### src/rtl/mkdr_pkg.sv
`default_nettype none

package mkdr_pkg;

    localparam int KEY_W       = 16;
    localparam int KEY_IDX_W   = 4;
    localparam int CODE_W      = 7;
    localparam int CFG_W       = 10;
    localparam int CFG_INDEX_W = 4;
    localparam int ACCUM_W     = 11;

    localparam logic [CFG_W-1:0]   TICK_PERIOD_RESET = CFG_W'(10);
    localparam logic [CFG_W-1:0]   DEBOUNCE_RESET    = CFG_W'(40);
    localparam logic [ACCUM_W-1:0] ACCUM_MAX         = {ACCUM_W{1'b1}};
    localparam logic [CODE_W-1:0]  NO_KEY            = '0;

    typedef enum logic [CFG_INDEX_W-1:0] {
        REG_TICK_PERIOD = 4'd0,
        REG_DEBOUNCE    = 4'd1
    } cfg_index_t;

    typedef enum logic [1:0] {
        ST_SCANNING = 2'd0,
        ST_DEBOUNCE = 2'd1,
        ST_HOLD     = 2'd2
    } scan_state_t;

    typedef logic [CODE_W-1:0] key_code_t;

    localparam key_code_t KEY_CODES [KEY_W] = '{
        key_code_t'("1"), key_code_t'("2"), key_code_t'("3"), key_code_t'("A"),
        key_code_t'("4"), key_code_t'("5"), key_code_t'("6"), key_code_t'("B"),
        key_code_t'("7"), key_code_t'("8"), key_code_t'("9"), key_code_t'("C"),
        key_code_t'("*"), key_code_t'("0"), key_code_t'("#"), key_code_t'("D")
    };

endpackage

`default_nettype wire

### src/rtl/mkdr_scan.sv
`default_nettype none

module mkdr_scan import mkdr_pkg::*;
(
    input  wire logic [KEY_W-1:0] key_matrix,
    output key_code_t             key_code
);

    logic [KEY_IDX_W-1:0] first_idx;
    logic                 any_key;

    always_comb
    begin
        first_idx = '0;
        for (int i = KEY_W - 1; i >= 0; i--)
        begin
            if (key_matrix[i])
            begin
                first_idx = KEY_IDX_W'(i);
            end
        end
    end

    assign any_key  = |key_matrix;
    assign key_code = any_key ? KEY_CODES[first_idx] : NO_KEY;

endmodule

`default_nettype wire

### config.mk
export PLATFORM = sky130hd
export DESIGN_NAME = mkdr_scan
export DESIGN_NICKNAME = d
export VERILOG_FILES = /design/src/rtl/mkdr_pkg.sv /design/src/rtl/mkdr_scan.sv
export SDC_FILE = /design/constraint.sdc
export NUM_CORES = 1
export LEC_CHECK = 0
export BUFFER_PORTS_ARGS = -buffer_cell sky130_fd_sc_hd__buf_2
export CAP_MARGIN = 30
export CORE_AREA = 10 10 47 49
export DETAILED_ROUTE_END_ITERATION = 10
export DIE_AREA = 0 0 57 59
export PLACE_DENSITY = 0.64
export SETUP_SLACK_MARGIN = 0.15
export SYNTH_ARGS = -nofsm -noshare
export SYNTH_HDL_FRONTEND = slang
export SYNTH_SLANG_ARGS = --single-unit
### constraint.sdc
create_clock -name vclk -period 2.37
set_input_delay 0.3555 -clock vclk [all_inputs]
set_output_delay 0.3555 -clock vclk [all_outputs]
set_load 0.05 [all_outputs]
==> impl_metrics.py, run 1 <==
metrics = {
    "logic_synthesis": {
        "syn_area_per_cell_um2": 6.67,
        "ys_seq_area_share_pct": 0,
        "yosys_warnings": 0,
        "synth_area_um2": 400,
        "yosys.area.top_type_share_pct": 18.8,
        "synthCells": 60,
        "syn_nets": 82,
        "ys_top_cells_by_area": "ha_1 (19%), nor2_1 (11%), a21oi_1 (7.5%)",
        "yosysUniqueCellTypes": 30,
        "synth_area_leader_cell": "ha_1",
    },
    "routing": {
        "totalWireLength_um": 2270,
        "num_vias": 701,
        "drcViolationCount": 0,
        "drt-pass1-iter-count": 4,
        "ant_nets": 0,
        "drt_iter0_drc": 11,
        "vias_per_cell": 5.23,
        "wire_per_inst_um": 16.9,
    },
    "hold_path": {
        "hold_path_end": "key_code[1]",
        "hold_start": "key_matrix[4]",
        "hold_path_depth": 6,
        "min_path_type": "primary input to output port",
    },
    "floorplan": {
        "die_y_um": 59,
        "coreArea_mm2": 0.00140,
        "initial_core_util_pct": 28.6,
        "ios": 23,
        "std_cell_rows": 14,
        "die-area_mm2": 0.00336,
        "die_x_um": 57,
    },
    "status": {
        "outcome": "finished with violations",
        "violations": "setup timing",
    },
    "timing": {
        "drv_slew": 0,
        "tightestPinTransition_ps": 426,
        "hold_viol_final": 0,
        "finalCritPeriodShare_pct": 108,
        "rsz0062_at_grt": "true",
        "worst_slack_ps": -196,
        "hold_slack_ps": 1320,
        "fmax_mhz": 390,
        "finalCriticalPeriod_ps": 2570,
        "slew_headroom_pct": 71.3,
        "setup_tns_ps": -620,
        "setup_viol": 4,
    },
    "placed_design": {
        "gp_congestion": 0.854,
        "io_buffers": 23,
        "pre_cts_ws_ps": -360,
        "dpl.hpwl_um": 1510,
        "dpl-instance-area_um2": 862,
    },
    "cells_and_area": {
        "post-route-util_pct": 80.0,
        "post_route_cells_drive_above_1_share_pct": 78.8,
        "diodes": 0,
        "seqCellArea_um2": 0,
        "fill_cells": 102,
        "nClkBuffers": 0,
        "multiInputGateArea_um2": 627,
        "layout.nets": 142,
        "n_sequential_cell": 0,
        "design_area_mm2": 0.00112,
        "area_delta_synth_final_pct": 180,
    },
    "grt": {
        "grt_use_total_pct": 11.3,
        "antenna_found_initial": 0,
        "overflow": 0,
        "grt_max_degree": 7,
        "grt_pass1_vias": 715,
        "grt_pass1_wl_um": 3330,
    },
    "critical_path": {
        "crit_fanout": 3,
        "critPathRequiredTime_ps": 2010,
        "end_kind": "output port",
        "startpoint_type": "primary input",
        "worstPathArrival_ps": 2210,
        "crit_type": "primary input to output port",
    },
    "power_and_ir_drop": {
        "vdd_drop_max_v": 0.000145,
        "p_per_area_mw_per_mm2": 195,
        "leakage_uw": 0.000500,
    },
    "clocking": {
        "ctsHoldBuffers": 0,
    },
    "run": {
        "drv_cap": 0,
    },
}
==> Yosys cell counts <==
master and count:
or2_1 1, a21oi_1 6, a32o_1 1, nand3_1 1, ha_1 6, nor2_1 12, nand2b_1 1, nand2_1 2
o21ai_0 3, a211oi_1 1, nor4_2 1, or3_1 1, and3_1 1, o22ai_1 2, a221oi_1 2, o221a_2 1
nor3_2 1, or4_4 1, nor4_1 1, inv_2 1, a2bb2oi_1 1, nor2b_1 1, nor3_4 1, a21boi_1 1
nor2_2 1, nor3_1 2, inv_1 3, a21boi_0 1, nand2_2 1, a22oi_1 2
==> where the power goes <==
group	leakage [uW]	internal [uW]	switching, uW
registers	0	0	0
logic	0.000500	110	108
clock network	0	0	0
total	0.000500	110	108
==> stage by stage <==
stage | total power (uW) | std cells
6_report | 218 | 134
2_1_floorplan | 80.2 | 60
3_3_place_gp | 151 | 130
3_5_place_dp | 154 | 130
5_1_grt | 231 | 134
4_1_cts | 192 | 131
==> final cells by class <==
type | instances | area share (%)
inverter | 4 | 1.34
timing repair buffer | 58 | 41.0
multi-input combinational | 56 | 55.9
tap | 16 | 1.79
==> how the worst max path moves through the flow <==
| stage | start | endpoint | slack, ps | cells past startpoint |
|---|---|---|---|---|
| final | key_matrix[9] | key_code[1] | -200 | 10 |
| after floorplan | key_matrix[9] | key_code[1] | -140 | 8 |
| after detailed placement | key_matrix[14] | key_code[2] | -360 | 10 |
| after global routing | key_matrix[9] | key_code[1] | -240 | 10 |
| after CTS | key_matrix[9] | key_code[1] | -120 | 10 |
| after global placement | key_matrix[9] | key_code[1] | -320 | 10 |
==> cells by family (layout without fill, tap and decap cells) <==
kind of cell               count (synthesis)  count (layout)  share of synthesized area, %
buffers and inverters                      4              62                          3.75
and+or+nand+nor                           29              29                          41.9
adders and majority gates                  6               6                          18.7
AOI/OAI and AO/OA                         21              21                          35.6
==> layout by cell type (no fill, tap or decap), types with 3 or more instances in the layout <==
| cell | synthesis | routed |
|---|---|---|
| inv_1 | 3 | 3 |
| buf_8 | 0 | 3 |
| buf_6 | 0 | 9 |
| nor3_4 | 1 | 3 |
| a21oi_4 | 0 | 3 |
| ha_4 | 0 | 3 |
| nor2_1 | 12 | 9 |
| buf_2 | 0 | 13 |
| buf_4 | 0 | 33 |
==> routing by layer <==
layer	global-route usage [%]	up-vias	share of wire, %
met3	2.15	4	6.0
li1	-	344	-
met1	13.4	329	38
met4	0	0	1.7
met2	21.4	24	55
met5	0	-	0
==> what timing repair did <==
item                                    CTS  global route
gates cloned                              0             0
endpoints found under the setup margin    7             7
setup buffers                             1             3
resized for setup                        35            17
pin swaps                                14            13
==> critical path: stages <==
cell and delay, ps:
buf_6 90, or3_4 380, o221a_4 240, nor3_4 280, nor2_4 70, ha_4 250
a21oi_4 120, o21ai_2 80, a2bb2oi_4 180, buf_8 160
Power figures use the tool's default switching activity.
==> run 2, diff against run 1 <==
--- a/config.mk
+++ b/config.mk
@@ -12,6 +12,7 @@
 export DIE_AREA = 0 0 57 59
 export PLACE_DENSITY = 0.64
 export SETUP_SLACK_MARGIN = 0.15
+export SLEW_MARGIN = 30
 export SYNTH_ARGS = -nofsm -noshare
 export SYNTH_HDL_FRONTEND = slang
 export SYNTH_SLANG_ARGS = --single-unit
==> constraint.sdc (replaced) <==
create_clock -name vclk -period 2.95
set_input_delay 0.4425 -clock vclk [all_inputs]
set_output_delay 0.4425 -clock vclk [all_outputs]
set_load 0.05 [all_outputs]
==> run 2 against run 1 <==
  * The flow now finishes without violations
  * Setup slack gained 340 ps
  * Cell count decreased by 22%
  * Highest routed layer is now met3
  * Largest cell class unchanged
  * Critical path depth unchanged
  * Die area stayed put
  * Combinational power is 52% lower
  * Wire length decreased by 31%
  * Total power decreased by 52%
  * Utilization down 33 points
  * First-iteration DRC count is 9.1% lower
  * Largest power group unchanged
  * Non-clock buffer count is 30 lower
  * Critical path type unchanged
==> impl_metrics.py, run 2 (synthesis gave the netlist of run 1 again) <==
metrics = {
    "power_and_ir_drop": {
        "vdd_drop_max_v": 0.0000745,
        "p_per_area_mw_per_mm2": 158,
        "leakage_uw": 0.000308,
    },
    "critical_path": {
        "crit_type": "primary input to output port",
        "cp_num_buf_inv": 2,
        "max_stage_delay_ps": 370,
        "end_kind": "output port",
        "critPathRequiredTime_ps": 2510,
        "cp_slowest_cell": "or3_4",
        "worstPathArrival_ps": 2360,
        "crit_fanout": 3,
        "crit_path_cell_trace": "buf_6, or3_4, o221a_4, nor3_4, nor2_2, ha_1, a21oi_2, o21ai_2, a2bb2oi_2, buf_6",
        "startpoint_type": "primary input",
        "path_common_cell": "buf_6",
        "crit_family": "simple AND/OR/NAND/NOR gates",
    },
    "routing": {
        "ant_nets": 0,
        "totalWireLength_um": 1570,
        "vias_per_cell": 5.42,
        "wire_per_inst_um": 15.1,
        "drt-pass1-iter-count": 4,
        "drt_iter0_drc": 10,
        "num_vias": 564,
        "drcViolationCount": 0,
    },
    "timing": {
        "fmax_mhz": 356,
        "setup_viol": 0,
        "slew_headroom_pct": 67.4,
        "drv_slew": 0,
        "finalCritPeriodShare_pct": 95.1,
        "finalCriticalPeriod_ps": 2810,
        "tightestPinTransition_ps": 484,
        "setup_tns_ps": 0,
        "hold_viol_final": 0,
        "rsz0062_at_grt": "true",
    },
    "floorplan": {
        "die_y_um": 59,
        "initial_core_util_pct": 28.6,
        "ios": 23,
        "std_cell_rows": 14,
        "die-area_mm2": 0.00336,
        "coreArea_mm2": 0.00140,
        "die_x_um": 57,
    },
    "grt": {
        "grt_use_total_pct": 7.87,
        "overflow": 0,
        "grt_pass1_wl_um": 2310,
        "grt_pass1_vias": 539,
        "grt_max_degree": 8,
        "antenna_found_initial": 0,
    },
    "cells_and_area": {
        "diodes": 0,
        "fill_cells": 164,
        "layout.nets": 112,
        "area_delta_synth_final_pct": 66.2,
        "nClkBuffers": 0,
        "post_route_cells_drive_above_1_share_pct": 52.3,
        "mostFrequentLayoutCell": "buf_2",
        "seqCellArea_um2": 0,
        "multiInputGateArea_um2": 450,
        "n_sequential_cell": 0,
        "instances_no_fill": 104,
        "final_cell_mix": "buf_2 (18), nor2_1 (11), ha_1 (6), buf_4 (6), a21oi_1 (5)",
    },
    "placed_design": {
        "io_buffers": 23,
        "dpl.hpwl_um": 1210,
        "dp_cells": 102,
        "gp_congestion": 0.879,
    },
    "status": {
        "outcome": "finished, final reports clean",
    },
    "clocking": {
        "ctsHoldBuffers": 0,
    },
    "hold_path": {
        "min_path_type": "primary input to output port",
    },
    "run": {
        "drv_cap": 0,
    },
}
## run 2: layout make-up
class                      count  area share (%)
timing repair buffer          28            27.1
multi-input combinational     56            67.7
inverter                       4            2.26
tap                           16            3.01
## run 2: worst paths after layout
path / cells past startpoint / slack (ps) / startpoint / to
worst min-delay path: 5 / 1370 / key_matrix[4] / key_code[1]
worst max-delay path: 10 / 140 / key_matrix[7] / key_code[1]
## run 2: stage by stage
stage	hold WS, ps	instance area, um^2	total power, uW	worst slack [ps]	util [%]
after floorplan	1160	423	55.1	111	-
after global placement	1390	581	86.4	81.6	41.4
after detailed placement	1400	581	87.5	24.6	41.4
after CTS	1370	608	94.3	123	43.4
after global routing	1400	666	114	50.3	47.5
final	1370	666	105	144	47.5
## run 2: timing repair
| item | in CTS | in global routing |
|---|---|---|
| setup buffers | 0 | 2 |
| setup endpoints to repair | 2 | 4 |
| pin swaps | 2 | 6 |
| resized for setup | 6 | 12 |
## run 2: routing by layer
metal / share of wire [%] / up-vias / global-route usage, % / routed length, um
met1: 38 / 261 / 9.03 / 598
li1: - / 284 / - / -
met5: 0 / - / 0 / 0
met2: 52 / 19 / 14.4 / 813
met3: 10 / 0 / 2.79 / 159
met4: 0 / 0 / 0 / 0
## run 2: power breakdown
group          total, uW  switching, uW  leakage [uW]  internal [uW]
Sequential             0              0             0              0
Clock                  0              0             0              0
Combinational        105           62.1      0.000308           43.4
==> run 3, diff against run 2 <==
==> constraint.sdc (replaced) <==
create_clock -name vclk -period 2.95
set_input_delay 0.59 -clock vclk [all_inputs]
set_output_delay 0.59 -clock vclk [all_outputs]
set_load 0.05 [all_outputs]
==> run 3 against run 2 <==
  * The run now ends with setup timing left
  * Combinational power increased by 41%
  * Critical path depth unchanged
  * Wire length increased by 12%
  * Utilization increased by 22 points
  * Critical endpoint unchanged
==> impl_metrics.py, run 3 (synthesis gave the netlist of run 1 again) <==
metrics = {
    "status": {
        "outcome": "finished with violations",
        "violations": "setup timing",
    },
    "timing": {
        "finalCriticalPeriod_ps": 3020,
        "finalCritPeriodShare_pct": 102,
        "rsz0062_at_grt": "true",
        "drv_slew": 0,
        "setup_tns_ps": -98.9,
        "slew_headroom_pct": 74.2,
        "worst_slack_ps": -65.4,
        "setup_viol": 2,
        "hold_viol_final": 0,
        "tightestPinTransition_ps": 384,
        "fmax_mhz": 332,
    },
    "routing": {
        "drcViolationCount": 0,
        "vias_per_cell": 5.20,
        "wire_per_inst_um": 14.0,
        "drt_iter0_drc": 7,
        "ant_nets": 0,
        "totalWireLength_um": 1760,
        "drt-pass1-iter-count": 4,
        "num_vias": 655,
    },
    "grt": {
        "grt_pass1_vias": 724,
        "grt_pass1_wl_um": 3080,
        "grt_use_total_pct": 10.3,
        "overflow": 0,
        "antenna_found_initial": 0,
        "grt_max_degree": 7,
    },
    "critical_path": {
        "crit_fanout": 3,
        "max_stage_delay_ps": 370,
        "crit_start": "key_matrix[9]",
        "end_kind": "output port",
        "cp_num_buf_inv": 2,
        "crit_type": "primary input to output port",
        "startpoint_type": "primary input",
        "crit_path_cell_trace": "buf_6, or3_4, o221a_4, nor3_4, nor2_2, ha_4, a21oi_2, o21ai_2, a2bb2oi_4, buf_6",
        "cp_num_cells": 10,
        "path_common_cell": "buf_6",
        "crit_family": "simple AND/OR/NAND/NOR gates",
        "worstPathArrival_ps": 2430,
        "setup.worst_path.end": "key_code[1]",
        "critPathRequiredTime_ps": 2360,
        "cp_slowest_cell": "or3_4",
    },
    "placed_design": {
        "dpl.hpwl_um": 1520,
        "io_buffers": 23,
        "dp_cells": 125,
        "gp_congestion": 0.832,
    },
    "floorplan": {
        "initial_core_util_pct": 28.6,
        "die_x_um": 57,
        "die-area_mm2": 0.00336,
        "ios": 23,
        "coreArea_mm2": 0.00140,
        "die_y_um": 59,
        "std_cell_rows": 14,
    },
    "cells_and_area": {
        "final_cell_mix": "buf_4 (26), buf_2 (15), nor2_1 (9), buf_6 (9), nor2_2 (4)",
        "nClkBuffers": 0,
        "seqCellArea_um2": 0,
        "n_sequential_cell": 0,
        "diodes": 0,
        "post_route_cells_drive_above_1_share_pct": 74.5,
        "multiInputGateArea_um2": 569,
        "mostFrequentLayoutCell": "buf_4",
        "layout.nets": 134,
        "instances_no_fill": 126,
        "area_delta_synth_final_pct": 144,
        "fill_cells": 107,
    },
    "power_and_ir_drop": {
        "report.power.total_uw": 148,
        "leakage_uw": 0.000441,
        "p_per_area_mw_per_mm2": 152,
        "vdd_drop_max_v": 0.000120,
    },
    "run": {
        "drv_cap": 0,
    },
    "hold_path": {
        "min_path_type": "primary input to output port",
    },
}
run 3: layout make-up:
cell class	count	share of cell area, %
Multi-Input combinational cell	56	58.3
Inverter	4	1.54
Tap cell	16	2.05
Timing Repair Buffer	50	38.1
run 3: where the power goes:
group          internal [uW]  switching (uW)  leakage, uW  total, uW
clock network              0               0            0          0
registers                  0               0            0          0
logic                   72.8            75.5     0.000441        148
total                   72.8            75.5     0.000441        148
run 3: tightest hold or removal path, cell delays in order:
cell       delay, ps
buf_2             90
buf_4            110
nor3_1            70
o21ai_2           90
a2bb2oi_4         60
buf_6            150
run 3: what timing repair did:
action	in CTS	in global routing
pin swaps	12	3
gates resized for setup	31	4
setup endpoints to repair	6	7
buffers inserted	0	1
hold buffers	0	0
run 3: stage by stage:
step / hold WS, ps / worst slack (ps) / instance area [um^2] / util [%]
floorplan: 1420 / -32.6 / 494 / -
global placement: 1790 / -215 / 825 / 58.8
detailed placement: 1800 / -250 / 825 / 58.8
CTS: 1730 / -31.1 / 962 / 68.7
global route: 1760 / -122 / 976 / 69.6
finish: 1740 / -65.4 / 976 / 69.6
run 3: worst min path at each step:
stage                   from           to  slack [ps]  cells past startpoint
2_1_floorplan  key_matrix[1]  key_code[1]        1420                      2
3_3_place_gp   key_matrix[6]  key_code[0]        1790                      5
3_5_place_dp   key_matrix[6]  key_code[3]        1800                      5
4_1_cts        key_matrix[4]  key_code[1]        1730                      6
5_1_grt        key_matrix[4]  key_code[1]        1760                      6
6_report       key_matrix[4]  key_code[1]        1740                      6
run 3: routing by layer:
layer / routed length [um] / GRT usage [%] / vias to the layer above
met1: 672 / 10.5 / 313
li1: - / - / 332
met2: 990 / 21.6 / 10
met5: 0 / 0 / -
met3: 97 / 2.15 / 0
met4: 0 / 0.336 / 0
